==> src/hw/rtl/crsdp_pkg.sv <==
// Shared constants, types and helper functions of the capacitated route split unit.
package crsdp_pkg;

    localparam int WINDOW_DEF = 128;
    localparam int COORD_W    = 16;
    localparam int LOAD_W     = 16;
    localparam int COST_W     = 32;
    localparam int SUM_W      = 32;
    localparam int IN_DATA_W  = 48;

    localparam logic [LOAD_W-1:0] CAPACITY_RESET = 16'd100;

    typedef enum logic [4:0] {
        ST_IDLE  = 5'b00001,
        ST_PREP1 = 5'b00010,
        ST_PREP2 = 5'b00100,
        ST_PREP3 = 5'b01000,
        ST_DONE  = 5'b10000
    } ctrl_state_t;

    // Values broadcast from the controller to every cell of the row.
    typedef struct packed {
        logic              shift;
        logic [COST_W-1:0] offset;
        logic [SUM_W-1:0]  load_now;
        logic [LOAD_W-1:0] capacity;
    } cell_bcast_t;

    function automatic logic [COORD_W:0] mag16(input logic [COORD_W-1:0] v);
        logic [COORD_W:0] e;
        begin
            e = {v[COORD_W-1], v};
            return v[COORD_W-1] ? (~e + {{COORD_W{1'b0}}, 1'b1}) : e;
        end
    endfunction

    function automatic logic [COORD_W:0] mag17(input logic [COORD_W:0] v);
        logic [COORD_W:0] r;
        begin
            r = v[COORD_W] ? (~v + {{COORD_W{1'b0}}, 1'b1}) : v;
            return r;
        end
    endfunction

endpackage

==> src/hw/rtl/crsdp_cell.sv <==
// One cell of the row: holds a past point and folds its trip cost into the running minimum.
module crsdp_cell (
    input  logic                                clk,
    input  crsdp_pkg::cell_bcast_t              bc,
    input  logic                                enable,
    input  logic [crsdp_pkg::COST_W-1:0]        base_in,
    input  logic [crsdp_pkg::SUM_W-1:0]         lbb_in,
    input  logic [crsdp_pkg::COST_W-1:0]        min_in,
    output logic [crsdp_pkg::COST_W-1:0]        base_out,
    output logic [crsdp_pkg::SUM_W-1:0]         lbb_out,
    output logic [crsdp_pkg::COST_W-1:0]        min_out
);

    logic [crsdp_pkg::COST_W-1:0] base_reg;
    logic [crsdp_pkg::SUM_W-1:0]  lbb_reg;
    logic [crsdp_pkg::COST_W-1:0] min_reg;
    logic [crsdp_pkg::COST_W-1:0] min_next;
    logic [crsdp_pkg::COST_W-1:0] cand;
    logic [crsdp_pkg::SUM_W-1:0]  trip_load;
    logic                         fits;

    always_comb
    begin
        cand      = base_reg + bc.offset;
        trip_load = bc.load_now - lbb_reg;
        fits      = trip_load <= {{(crsdp_pkg::SUM_W - crsdp_pkg::LOAD_W){1'b0}}, bc.capacity};
        if (enable && fits && (cand < min_in))
        begin
            min_next = cand;
        end
        else
        begin
            min_next = min_in;
        end
    end

    always_ff @(posedge clk)
    begin
        if (bc.shift)
        begin
            base_reg <= base_in;
            lbb_reg  <= lbb_in;
        end
        min_reg <= min_next;
    end

    assign base_out = base_reg;
    assign lbb_out  = lbb_reg;
    assign min_out  = min_reg;

endmodule

==> config.mk <==
export PLATFORM = sky130hd
export DESIGN_NAME = crsdp_cell
export DESIGN_NICKNAME = d
export VERILOG_FILES = /design/src/hw/rtl/crsdp_pkg.sv /design/src/hw/rtl/crsdp_cell.sv
export SDC_FILE = /design/constraint.sdc
export NUM_CORES = 1
export LEC_CHECK = 0
export CORE_MARGIN = 2
export CORE_UTILIZATION = 40
export CTS_CLUSTER_DIAMETER = 60
export CTS_CLUSTER_SIZE = 16
export DETAILED_ROUTE_END_ITERATION = 8
export DONT_BUFFER_PORTS = 1
export SYNTH_ARGS = -nofsm -noshare
export SYNTH_HDL_FRONTEND = slang
export SYNTH_SLANG_ARGS = --single-unit
==> constraint.sdc <==
create_clock -name clk -period 11.55 [get_ports clk]
set_clock_uncertainty 0.1 [all_clocks]
set_input_delay 0.5775 -clock clk [delete_from_list [all_inputs] [get_ports clk]]
set_output_delay 0.5775 -clock clk [all_outputs]
set_load 0.01 [all_outputs]
======== Word-level counts from Yosys, hierarchy flattened ========
Cells that the tools add are included.
cells by class
  $lt $le $gt $ge ......................... 2
  divide/modulo/power cells ............... 0
  reduce and logical (&&, ||, !) cells .... 2
  add/subtract/negate cells ............... 2
  $mul .................................... 0
  shifts and indexed selects .............. 0
  mux-type cells .......................... 1
  equality and inequality tests ........... 0
  bitwise logic cells ..................... 0
operators with widths
  kind                                              number
  32-bit adder                                      1
  32-bit by 16-bit <= comparator with 1-bit output  1
  32-bit less-than comparator                       1
  32-bit 2-to-1 mux                                 1
  32-bit subtractor                                 1
  1-bit logical AND                                 2
word-level totals
  memory bits (writable) .................. 0
  logic and storage cells ................. 10
  bits in latches ......................... 0
  flip-flop bits (word level) ............. 96
  bits in read-only memories .............. 0
  memories ................................ 0

======== Depth between registers and ports, before layout ========
  depth after elaboration ................. 5
  mapped depth ............................ 23
  gate-level depth less buffers ........... 22

======== Worst setup path after synthesis ========
Ideal clock, no wire load.
  path type ............................... in2reg
  start ................................... input bc[48] (netlist bit)
  end ..................................... register min_reg, in the netlist min_out[10]
  slack ................................... 5854 ps
  setup time .............................. 121 ps
  stages on the path ...................... 23
  arrival time ............................ 5474 ps
  cell sequence ........................... ha_1 > fa_1 > a21oi_1 > o21bai_1 > o311ai_0 > nand3_1 > a211oi_1 > nand3b_1 > a31o_2 > o21ai_0 > xor2_1 > ha_1 > a21o_1 > a22oi_1 > and4bb_1 > o221ai_1 > a2111oi_0 > o311ai_0 > a2111oi_0 > nand4_1 > nor4_4 > buf_6 > mux2_4
on the way
  word-level cells in the longest chain between the ends .. 4
ends and longest elaborated chain
  what                         RTL line          text
  start, declared              crsdp_cell.sv:4   input crsdp_pkg::cell_bcast_t bc,
  32-bit adder *               crsdp_cell.sv:24  cand = base_reg + bc.offset;
  32-bit less-than comparator  crsdp_cell.sv:27  if (enable && fits && (cand < min_in))
  1-bit logical AND            crsdp_cell.sv:27
  32-bit 2-to-1 mux *          crsdp_cell.sv:27
  net min_next, one bit        crsdp_cell.sv:17  logic [crsdp_pkg::COST_W-1:0] min_next;
  end signal, assigned         crsdp_cell.sv:44  min_reg <= min_next;
  end, declared                crsdp_cell.sv:16  logic [crsdp_pkg::COST_W-1:0] min_reg;
The timed path passes the listed nets; every way through them passes the cells marked *.
A chain may end at the register's enable or synchronous reset.

======== Final worst setup path ========
  start ................................... register base_reg, in the netlist base_out[0]
  end ..................................... register min_reg, in the netlist min_out[0]
on the way
  word-level cells in the longest chain between the ends .. 4
ends and longest elaborated chain
  what                         RTL line          text
  start, declared              crsdp_cell.sv:14  logic [crsdp_pkg::COST_W-1:0] base_reg;
  start signal, assigned       crsdp_cell.sv:41  base_reg <= base_in;
  32-bit adder *               crsdp_cell.sv:24
  32-bit less-than comparator  crsdp_cell.sv:27
  1-bit logical AND            crsdp_cell.sv:27
  32-bit 2-to-1 mux *          crsdp_cell.sv:27
  net min_next, one bit        crsdp_cell.sv:17
Marked as above.

==> results.cfg <==
[logic_synthesis]
synth_top_area_cell = edfxtp_1
synthesis.area_um2 = 7760
synthAdderAreaFrac_pct = 18.1
yosysMostFrequentCell = ha_1
synth-compound-area-share_pct = 18.9
synthArstFlopShare_pct = 0
synth_top_family_by_area = compound AO/OA/AOI/OAI gates
yosys-top-cells-area = edfxtp_1, ha_1, dfxtp_1
yosysTopAreaCellShare_pct = 24.8
synthFlopType = edfxtp_1
ys_seq_area_share_pct = 33.0
synth_cell_types = 65
ys_top_cells_by_count = ha_1, inv_1, a21oi_1
synthXorXnorAreaFrac_pct = 5.41
synthMuxAreaShare_pct = 6.35
synth_edf_count = 64
netlist_instances = 808
ys_warn_count = 0
synth_nets = 1098
synthSimpleGateAreaFrac_pct = 12.1
synth_seq_cells = 96
synth.avg_cell_area_um2 = 9.61

[grt]
grt_start_max_net_pins = 65
grt_pass1_vias = 5710
grt_pass1_wl_um = 29900
grt_util_all_layers_pct = 18.8
grt_overflow = 0
antenna_found_initial = 2

[power_and_ir_drop]
p_leak_nw = 3.62
ir_drop_v = 0.0000694
power.density_nw_per_um2 = 134

[cts]
clockBufferDepth = 2
clk_pin_slew_worst_paths_ns = 0.07
post_cts_buffers = 0
cts.sinks = 96
numCtsBuffers = 9
h-tree-depth = 3
cts-hold-fix-buffers = 0
postCtsResizedCells = 0
clock_latency_ns = 0.35
root_buffer = clkbuf_16
cts_tree = built

[sta]
max_clock_freq_mhz = 146
maxSlewViolCount = 0
grt_setup_unrepaired = false
max-slew-margin-rel_pct = 46.3
hold_violations = 0
finalSetupViolations = 0
setup_tns_ns = 0
fin_crit_sh_pct = 59.3
setup_slack_ns = 4.70
min_period_ns = 6.85
hold_slack_ns = 0.213
worst_pin_slew_ns = 0.803

[setup_path]
path_class = flip-flop to flip-flop
end_kind = flip-flop
cp-start-kind = flip-flop
path_max_fanout = 32
cp.required_ns = 11.70
cp.arrival_ns = 7.00
cp_slowest_cell = buf_4
cp_cell_sequence = ha_1, fa_1, a21oi_1, o21bai_1, o311ai_0, nand3_1, a211oi_1, nand3b_1, a31o_2, o21ai_0, xor2_1, ha_1, a21o_1, a22oi_1, and4bb_1, o221ai_1, a2111oi_0, o311ai_0, a2111oi_0, nand4_1, nor4_4, buf_4, mux2_2
critPathMaxStageDelay_ns = 0.54

[drt]
vias = 5862
remaining_drc_errors = 0
totalWireLength_um = 20100
firstDrtPassIters = 5
viasPerCell = 5.50
ant_nets = 0
avgRoutedWirePerCell_um = 18.8
detail_route.iter0.violations = 266

[floorplanning]
die_h_um = 143
die_x_um = 143
row_count = 50
dieArea_um2 = 20500
ios = 275
core_um2 = 18900
initial_utilization_pct = 41.1

[cells_and_area]
fin_cells = 1066
layout.nets = 1089
drive_gt1_share_pct = 7.21
area_growth_pct = 6.62
fill_cells = 1862
design_area_um2 = 8280

[placed_design]
hpwlAfterDp_um = 16700
placed_area_um2 = 7980
preCtsSetupSlack_ns = 4.68
dpl.cell_count = 1048
io_buffers = 0
place.gp.congestion = 0.919

[hold_path]
min-delay-path-class = input port to flip-flop

[run_status]
status = finished clean

[flow_run]
drv_cap = 0
==> path summary, 6_finish.rpt <==
| path | startpoint | depth (start not counted) | to | slack, ns |
|---|---|---|---|---|
| worst min register to register | base_out[0] | 2 | min_out[0] | 0.64 |
| worst max register to register | base_out[0] | 23 | min_out[0] | 4.70 |
| worst min-delay path | lbb_in[0] | 0 | lbb_out[0] | 0.21 |
| worst max-delay path | base_out[0] | 23 | min_out[0] | 4.70 |
==> cell families (layout without fill, tap and decap cells) <==
| family | count (synthesis) | after routing |
|---|---|---|
| AOI/OAI and AO/OA | 224 | 224 |
| and+or+nand+nor | 180 | 180 |
| buffers and inverters | 115 | 111 |
| adders and majority gates | 111 | 111 |
| DFF | 96 | 96 |
| xor gates and xnor gates | 48 | 48 |
| muxes | 34 | 34 |
| other | 0 | 2 |
==> report_power, final <==
part	internal [mW]	switching [mW]	total, mW
Sequential	0.394	0.0301	0.424
Combinational	0.161	0.214	0.375
Clock	0.171	0.141	0.312
Total	0.726	0.385	1.11
==> metrics by stage <==
step / utilization (%) / power (mW)
global route: 43.8 / 1.18
detailed placement: 42.2 / 0.805
global placement: 42.2 / 0.804
CTS: 43.8 / 1.12
finish: 43.8 / 1.11
floorplan: - / 0.723
==> metal layers <==
| layer | share of wire (%) | GRT usage (%) |
|---|---|---|
| met3 | 6.7 | 5.30 |
| met1 | 42 | 22.7 |
| met2 | 49 | 31.8 |
| met4 | 2.6 | 7.43 |
| met5 | 0 | 0 |
==> critical path, delay by kind of cell (launching register included) <==
kind,cells,cell delay [ns]
multiplexers,1,0.40
flip-flops,1,0.46
buffers and inverters,1,0.54
AO/OA/AOI/OAI,12,3.03
adder cells (fa/ha/maj),3,0.98
AND/OR/NAND/NOR,5,1.03
XOR/XNOR,1,0.17
==> cells in the final DEF (no fill, tap or decap), drive strengths merged, types with 9 or more instances in the layout <==
cell	synthesis	layout
ha	109	109
inv	94	96
a21oi	78	78
edfxtp	64	64
nand2	45	45
nor2	40	40
dfxtp	32	32
mux2	32	32
a21o	29	29
o21ai	29	29
xnor2	28	28
nand3	22	22
xor2	20	20
nand4	15	15
a211oi	14	14
clkbuf	7	11
o21a	10	10
o21bai	9	9
a31oi	9	9
==> flip-flops by register name, indices dropped and copies added (netlist names) <==
name / cells
base_out: 32
lbb_out: 32
min_out: 32
==> cell type report <==
type | count | area (um^2) | area share (%)
diodes | 2 | 5.00 | 0.0605
well taps | 260 | 325 | 3.93
multi-input cells | 597 | 4730 | 57.1
clock buffers | 11 | 233 | 2.81
repair buffers | 1 | 7.51 | 0.0907
inverters | 94 | 353 | 4.26
flip-flops and latches | 96 | 2560 | 31.0
clock inverters | 5 | 65.1 | 0.786
(Power assumes the default switching activity.)
